File: src/design/wsd_pkg.sv
// Shared constants, request codes and controller/datapath interface types
// for the work-stealing deque. No dependencies.
`default_nettype none

package wsd_pkg;

   // storage geometry
   localparam int unsigned QUEUE_DEPTH = 256;
   localparam int unsigned HANDLE_BITS = 32;
   localparam int unsigned ADDR_BITS   = $clog2(QUEUE_DEPTH);
   localparam int unsigned INDEX_BITS  = $clog2(QUEUE_DEPTH + 1);

   // port widths fixed by the interface
   localparam int unsigned JOB_BITS      = 32;
   localparam int unsigned REQ_BITS      = 2;
   localparam int unsigned CFG_BITS      = 9;
   localparam int unsigned CSR_ADDR_BITS = 3;
   localparam int unsigned CSR_DATA_BITS = 32;

   // width used when comparing an index against the capacity register
   localparam int unsigned CMP_BITS = (CFG_BITS > INDEX_BITS) ? CFG_BITS : INDEX_BITS;

   localparam logic [CFG_BITS-1:0] CAPACITY_RESET = CFG_BITS'(256);

   // register index, taken from paddr[2]
   localparam logic CSR_IDX_CAPACITY = 1'b0;

   typedef enum logic [REQ_BITS-1:0] {
      REQ_PUSH  = 2'd0,
      REQ_POP   = 2'd1,
      REQ_STEAL = 2'd2,
      REQ_CLEAR = 2'd3
   } req_code_type;

   typedef struct packed {
      logic latch;   // capture the incoming word
      logic exec;    // update indices, write or read the store
      logic load;    // move the result into the output register
   } wsd_cmd_type;

   typedef struct packed {
      logic out_free;  // output register empty or being taken this cycle
   } wsd_sts_type;

endpackage

`default_nettype wire

File: src/design/wsd_csr.sv
// APB-style configuration register block: holds capacity_in_use.
// Depends on wsd_pkg.
`default_nettype none

module wsd_csr
   import wsd_pkg::*;
(
   input  wire logic                     clock,
   input  wire logic                     reset,
   input  wire logic                     csr_psel,
   input  wire logic                     csr_penable,
   input  wire logic                     csr_pwrite,
   input  wire logic [CSR_ADDR_BITS-1:0] csr_paddr,
   input  wire logic [CSR_DATA_BITS-1:0] csr_pwdata,
   output logic      [CSR_DATA_BITS-1:0] csr_prdata,
   output logic                          csr_pready,
   output logic      [CFG_BITS-1:0]      capacity
);

   logic [CFG_BITS-1:0] capacity_ff;
   logic [CFG_BITS-1:0] capacity_in;
   logic                wr_hit;

   assign csr_pready = 1'b1;
   assign wr_hit = csr_psel && csr_penable && csr_pwrite && csr_pready
                   && (csr_paddr[2] == CSR_IDX_CAPACITY);
   assign capacity_in = wr_hit ? csr_pwdata[CFG_BITS-1:0] : capacity_ff;

   always_ff @(posedge clock) begin
      if (reset) begin
         capacity_ff <= CAPACITY_RESET;
      end else begin
         capacity_ff <= capacity_in;
      end
   end

   always_comb begin
      if (csr_paddr[2] == CSR_IDX_CAPACITY) begin
         csr_prdata = CSR_DATA_BITS'(capacity_ff);
      end else begin
         csr_prdata = '0;
      end
   end

   assign capacity = capacity_ff;

endmodule

`default_nettype wire

File: config.mk
export PLATFORM = sky130hd
export DESIGN_NAME = wsd_csr
export DESIGN_NICKNAME = d
export VERILOG_FILES = /design/src/design/wsd_pkg.sv /design/src/design/wsd_csr.sv
export SDC_FILE = /design/constraint.sdc
export NUM_CORES = 1
export LEC_CHECK = 0
export ABC_CLOCK_PERIOD_IN_PS = 1800
export BUFFER_PORTS_ARGS = -buffer_cell sky130_fd_sc_hd__buf_2
export CAP_MARGIN = 20
export CORE_AREA = 2 2 48 50
export DETAILED_ROUTE_END_ITERATION = 8
export DIE_AREA = 0 0 50 52
export HOLD_SLACK_MARGIN = 0.03
export PLACE_DENSITY_LB_ADDON = 0.1
export SETUP_SLACK_MARGIN = 0.05
export SLEW_MARGIN = 20
export SYNTH_ARGS = -nofsm -noshare
export SYNTH_HDL_FRONTEND = slang
export SYNTH_SLANG_ARGS = --single-unit
File: constraint.sdc
create_clock -name clock -period 1.8 [get_ports clock]
set_clock_uncertainty 0.1 [all_clocks]
set_input_delay 0.36 -clock clock [delete_from_list [all_inputs] [get_ports clock]]
set_output_delay 0.36 -clock clock [all_outputs]
set_load 0.02 [all_outputs]
# Word level (Yosys, flattened, before mapping)
# Index checks and enable logic that the tools add are counted.
[totals]
register_bits = 9
latchBits = 0
ram_bits = 0
mem_bits_ro = 0
out_inout_bits = 42
elab_cells = 6
memories = 0
[op_classes]
n_addsub = 0
multipliers = 0
div_mod_pow = 0
n_lt_le_gt_ge = 0
eq_ne = 0
shift = 0
muxes = 1
n_bitwise = 1
reduce_logical = 3
[ops]
columns = ["cell", "n"]
rows = [
  ["$mux W9", 1],
  ["$logic_and A1 B1 Y1", 3],
  ["$not A1 Y1", 1],
]

# Logic depth before layout (Yosys ltp)
# Gate-level depths: netlist of the first run.
[logic_depth]
depth_word = 3
mapped_depth = 3
ltp_nobuf = 2

# Worst setup path after synthesis of the first run
# OpenSTA, ideal clock, no wires.
[synth_path]
kind = "flip-flop to output port"
from = "register capacity_ff[0], in the netlist capacity[0]"
to = "output csr_prdata[0]"
arrival_time_ns = 0.667
t_required_ns = 1.340
setup_slack_ns = 0.673
path_stages_with_launch = 2
n_path_buf = 0
cell_sequence = "dfxtp_1 and2b_2"
[synth_via]
elab_chain_len = 1
[synth_lines]
columns = ["item", "line", "text"]
rows = [
  ["start: declaration", "wsd_csr.sv:20", "logic [CFG_BITS-1:0] capacity_ff;"],
  ["start signal: assignment", "wsd_csr.sv:33", "capacity_ff <= capacity_in;"],
  ["$mux W9", "wsd_csr.sv:38", "if (csr_paddr[2] == CSR_IDX_CAPACITY) begin"],
  ["end: declaration", "wsd_csr.sv:15", "output logic [CSR_DATA_BITS-1:0] csr_prdata,"],
]
# No other way between the ends.

# Worst setup path after layout of the first run
[layout_path]
from = "register capacity_ff[3], in the netlist capacity[3]"
to = "output csr_prdata[3]"
# Same word-level chain as after synthesis.

==> qor.txt, run 1 <==
final hold viol count - 0
Die Wd - 50 um
largest net degree at the start of global routing - 19
DP Wirelength - 872.2 um
Netlist Area Pre-Place - 669.4 um^2
clk buf depth - 2
Setup CP Type - reg2out
RSZ-0062 raised after global routing - false
first-pass GRT wire length - 1731 um
Root Buffer - clkbuf_4
Final Cycle Share - 77.13%
M1 GR Usage - 9.913%
layer with the highest usage - met2
critical path, cell by cell - and2b_2 > buf_2
total global routing overflow - 0
fmax - 720.3 MHz
startpoint types - register
Mapped Cells - 74
Warnings, synthesis - 0
post-CTS setup repair buffer count - 0
Finished Core Util - 37.31%
post-synth cell types - 10
DRC viols - 0
post-CTS sizing - 0
total vias in the final route - 488
setup TNS - 0 ns
largest fanout on the critical path - 3
Vias/cell - 3.615
clock input transition at the sequential cells of the worst setup and hold paths - 0.06 ns
met3 Track Usage GR - 3.448%
WHS Endpoint - capacity[7]$_SDFFE_PP0P_
Die Area - 2600 um^2
Pwr per Cell Area - 603.2 nW/um^2
CP Data Arrival Time - 0.93 ns
Slew Viols, Final - 0
CTS tree - done
largest cells by area after synthesis - dfxtp_1, buf_4, nand2b_1
Antenna Cells - 0
top-count cell post-synth - buf_4
hold bufs inserted after CTS - 0
max reg flops - 9
number of register bits inferred by synthesis - 9
hold path cells - 3
first drt pass iteration count - 3
Die Height - 52 um
Final setup viols - 0
Detailed Route Iter0 Violations - 4
Core ar. - 2106 um^2
Layout area overhead - 17.38%
Tmin final - 1.388 ns
I/O Buffers - 32
max-capacitance violation count - 0
Synth top area share - 26.92%
status - finished clean
DRT antenna net count - 0
Ports - 82
H-tree depth - 1
mux cell area share after synthesis - 13.46%
Pleak - 0.4320 nW
required time worst endpoint - 1.34 ns
final setup margin - 0.4117 ns
R2R Path End - capacity[3]$_SDFFE_PP0P_
worst vdd ir - 0.0002718 V
Yosys top cell by area - dfxtp_1
post-place setup slack - 0.4073 ns
Post-synth top cells - buf_4, nand2b_1, and2b_2, dfxtp_1, mux2i_1
critical hold path startpoint - csr_pwdata[7]
total track usage - 9.041%
nets - 148
placed inst area - 759.5 um^2
mean routed wirelength per cell - 8.437 um
Synth Area in Adders - 0%
Layout fillers - 241
GR met2 Demand/Resource - 14.69%
Reg2Reg Setup Slack - 1.10 ns
TritonCTS buffer count - 3
Post-Synth Simple-Gate Area - 29.35%
# rows - 17
Post-synth EDFFs - 0
Initial Util - 31.79%
Largest stage delay, worst path - 0.33 ns
share of cells above drive strength 1 - 42.06%
RePlAce Congestion - 0.6209
Slowest-stage cell, CP - dfxtp_1
beginning of the worst register-to-register path - capacity[3]$_SDFFE_PP0P_
later-pin clock latency in the skew report - 0.26 ns
Num Clock Sinks - 9
Finished Cell Area - 785.8 um^2
FFs w/ async S/R, synth - 0%
XOR/XNOR share of the synthesized area - 0%
Synth Flop Type - dfxtp_1
Seq/Total Area, Yosys - 26.92%
DRT Wirelength - 1139 um
hold_ws - 0.2526 ns
initial antenna violation count - 0
area fraction in compound gates after synthesis - 0%
CP Capture Type - primary output
largest family of logic cells by synthesized area - simple AND/OR/NAND/NOR gates
vias in the first global route - 422
cell count of the worst reg-to-reg path - 2
synthesized area per cell - 9.046 um^2
worst min-delay path category - in2reg
## cell families (layout without fill, tap and decap cells)
family                 after synthesis  after routing
multiplexers                         9              9
other                                2             24
flip-flops                           9              9
AND/OR/NAND/NOR                     28             28
buffers and inverters               26             37
## metrics by stage
step,cells,total power (W)
5_1_grt,135,0.0005008
6_report,135,0.0004740
3_3_place_gp,131,0.0003174
2_1_floorplan,96,0.0003299
3_5_place_dp,131,0.0003180
4_1_cts,135,0.0004812
## how the worst max path moves through the flow
stage	start	endpoint	slack, ns	cells after the start
6_report	capacity[3]$_SDFFE_PP0P_	csr_prdata[3]	0.41	2
5_1_grt	capacity[3]$_SDFFE_PP0P_	csr_prdata[3]	0.36	2
4_1_cts	csr_paddr[2]	csr_prdata[6]	0.40	3
3_5_place_dp	csr_paddr[2]	csr_prdata[5]	0.41	3
3_3_place_gp	csr_paddr[2]	csr_prdata[6]	0.41	3
2_1_floorplan	capacity[0]$_SDFFE_PP0P_	csr_prdata[0]	0.67	1
## placed cells by master (no fill, tap or decap), drive strengths merged
| cell | n |
|---|---|
| buf | 33 |
| conb | 24 |
| nand2b | 16 |
| and2b | 9 |
| mux2i | 9 |
| dfxtp | 9 |
| clkbuf | 4 |
| nor2 | 2 |
| and4b | 1 |
## report_power, final
part           internal (W)  leakage, nW  switching [W]
combinational     0.0000326        0.344      0.0000737
clock             0.0000857       0.0150      0.0000756
sequential         0.000204       0.0729     0.00000288
total              0.000322        0.432       0.000152
## worst max-delay path: cells and delay by family (launching register included)
| family | cells | cell delay [ns] |
|---|---|---|
| buffers and inverters | 1 | 0.15 |
| AND/OR/NAND/NOR | 1 | 0.19 |
| flip-flops | 1 | 0.33 |
## metal layers
metal / share of wire [%] / vias to the layer above
li1: - / 246
met1: 43 / 204
met2: 42 / 36
met3: 13 / 2
met4: 1.6 / 0
met5: 0 / -
## final cells by class
| class | instances | area (um^2) | area share, % |
|---|---|---|---|
| Sequential cell | 9 | 180.2 | 22.93 |
| Clock buffer | 4 | 26.28 | 3.344 |
| Tap cell | 28 | 35.03 | 4.459 |
| Timing Repair Buffer | 33 | 167.7 | 21.34 |
| Multi-Input combinational cell | 61 | 376.6 | 47.93 |
Power figures use the tool's default switching activity.
==> run 2, diff against run 1 <==
ABC_CLOCK_PERIOD_IN_PS = 1300   (was 1800)
CORE_AREA = 2 2 49 51   (was 2 2 48 50)
DIE_AREA = 0 0 51 53   (was 0 0 50 52)
clock period = 1.3 ns   (was 1.8 ns; I/O delays follow)
==> run 2 against run 1 <==
Compared with the run above:
- non-clock buffer count increased by 5
- register-to-register slack got worse by 0.57 ns
- highest routed layer is now met3
- final area increased by 15%
- largest cell class unchanged
==> qor.txt, run 2 (same netlist as run 1, synthesis figures left out) <==
status - finished clean (unchanged)
I/O Buffers - 32 (unchanged)
critical path, cell by cell - and2b_2 > buf_6 (was and2b_2 > buf_2)
Finished Cell Area - 903.4 um^2 (was 785.8 um^2)
hold bufs inserted after CTS - 0 (unchanged)
vias in the first global route - 472 (was 422)
DRC viols - 0 (unchanged)
clk buf depth - 2 (unchanged)
post-place setup slack - 0.04425 ns (was 0.4073 ns)
Pleak - 0.4723 nW (was 0.4320 nW)
Core ar. - 2148 um^2 (was 2106 um^2)
max-capacitance violation count - 0 (unchanged)
RePlAce Congestion - 0.5804 (was 0.6209)
largest fanout on the critical path - 3 (unchanged)
RSZ-0062 raised after global routing - true (was false)
DRT antenna net count - 0 (unchanged)
Reg2Reg Setup Slack - 0.53 ns (was 1.10 ns)
Initial Util - 31.16% (was 31.79%)
H-tree depth - 1 (unchanged)
Final Cycle Share - 96.89%
required time worst endpoint - 0.94 ns (was 1.34 ns)
startpoint types - register (unchanged)
setup TNS - 0 ns (unchanged)
DP Wirelength - 904.2 um (was 872.2 um)
total vias in the final route - 519 (was 488)
first drt pass iteration count - 2 (was 3)
fmax - 793.9 MHz
commonest non-fill, non-tap cells in the layout - conb_1, buf_2, nand2b_1 (was buf_2, conb_1, nand2b_1)
Largest stage delay, worst path - 0.33 ns (about the same)
CTS tree - done (unchanged)
TritonCTS buffer count - 3 (unchanged)
Tmin final - 1.260 ns
Cells after DPL - 131 (unchanged)
Layout Cells excl Fill - 140 (was 135)
worst vdd ir - 0.0003632 V (was 0.0002718 V)
Slew Viols, Final - 0 (unchanged)
Detailed Route Iter0 Violations - 3 (was 4)
layer with the highest usage - met2 (unchanged)
clock input transition at the sequential cells of the worst setup and hold paths - 0.06 ns (about the same)
Slowest-stage cell, CP - dfxtp_2 (was dfxtp_1)
largest net degree at the start of global routing - 19 (unchanged)
GR met2 Demand/Resource - 17.32% (was 14.69%)
Setup CP Type - reg2out (unchanged)
Antenna Cells - 0 (unchanged)
CP Capture Type - primary output (unchanged)
later-pin clock latency in the skew report - 0.25 ns (was 0.26 ns)
total track usage - 9.952% (was 9.041%)
CP Data Arrival Time - 0.90 ns (was 0.93 ns)
placed inst area - 772.0 um^2 (was 759.5 um^2)
# rows - 17 (unchanged)
Ports - 82 (unchanged)
DRT Wirelength - 1233 um (was 1139 um)
Layout area overhead - 34.95% (was 17.38%)
Final setup viols - 0 (unchanged)
initial antenna violation count - 0 (unchanged)
Layout fillers - 221 (was 241)
share of cells above drive strength 1 - 52.68% (was 42.06%)
Pwr per Cell Area - 734.6 nW/um^2 (was 603.2 nW/um^2)
max reg flops - 9 (unchanged)
Root Buffer - clkbuf_4 (unchanged)
mean routed wirelength per cell - 8.807 um (was 8.437 um)
final hold viol count - 0 (unchanged)
Num Clock Sinks - 9 (unchanged)
Die Height - 53 um (was 52 um)
hold_ws - 0.1499 ns (was 0.2526 ns)
M1 GR Usage - 11.90% (was 9.913%)
Die Area - 2703 um^2 (was 2600 um^2)
total global routing overflow - 0 (unchanged)
Die Wd - 51 um (was 50 um)
final setup margin - 0.04037 ns (was 0.4117 ns)
first-pass GRT wire length - 2028 um (was 1731 um)
worst min-delay path category - in2reg (unchanged)
most common cell after layout, fill and taps aside - conb_1 (was buf_2)
met3 Track Usage GR - 2.825% (was 3.448%)
nets - 153 (was 148)
Vias/cell - 3.707 (was 3.615)
run 2: cell count changes in the layout (fill, tap and decap cells not counted):
cell	change
buf_2	-9
buf_12	+1
dfxtp_2	+9
buf_4	+4
buf_6	+9
dfxtp_1	-9
run 2: power by group:
group          internal (W)  switching [W]
registers          0.000283     0.00000314
logic             0.0000568       0.000106
clock network      0.000118      0.0000966
total              0.000458       0.000206
run 2: worst max-delay path, delay by kind of cell (launching register included):
| family | cells | cell delay [ns] |
|---|---|---|
| flops | 1 | 0.33 |
| buf+inv | 1 | 0.13 |
| simple gates | 1 | 0.19 |
run 2: cell type report:
cell class | count | area, um^2 | area share, %
flip-flops and latches | 9 | 191.4 | 21.19
multi-input cells | 61 | 376.6 | 41.69
clock buffers | 4 | 26.28 | 2.909
repair buffers | 38 | 274.0 | 30.33
well taps | 28 | 35.03 | 3.878
run 2: timing repair:
action                                  4_1_cts  5_1_grt
gates resized for setup                      27        0
endpoints found under the setup margin        9        9
setup buffers                                 5        0
run 2: metal layers:
metal	up-vias	part of all wire, %
met5	-	0
met4	0	0
met3	0	8.9
met2	32	48
met1	230	43
li1	257	-
run 2: path summary, 6_finish.rpt:
path | from | end | depth (start not counted)
worst max-delay path | capacity[7]$_SDFFE_PP0P_ | csr_prdata[7] | 2
worst min-delay path | csr_pwdata[7] | capacity[7]$_SDFFE_PP0P_ | 3
worst max register to register | capacity[6]$_SDFFE_PP0P_ | capacity[6]$_SDFFE_PP0P_ | 3
worst min register to register | capacity[1]$_SDFFE_PP0P_ | capacity[1]$_SDFFE_PP0P_ | 2
run 2: stage by stage:
stage                power, W  utilization (%)
floorplan           0.0004567                -
global placement    0.0004420            35.93
detailed placement  0.0004430            35.93
CTS                 0.0006768            42.05
global route        0.0007049            42.05
finish              0.0006636            42.05
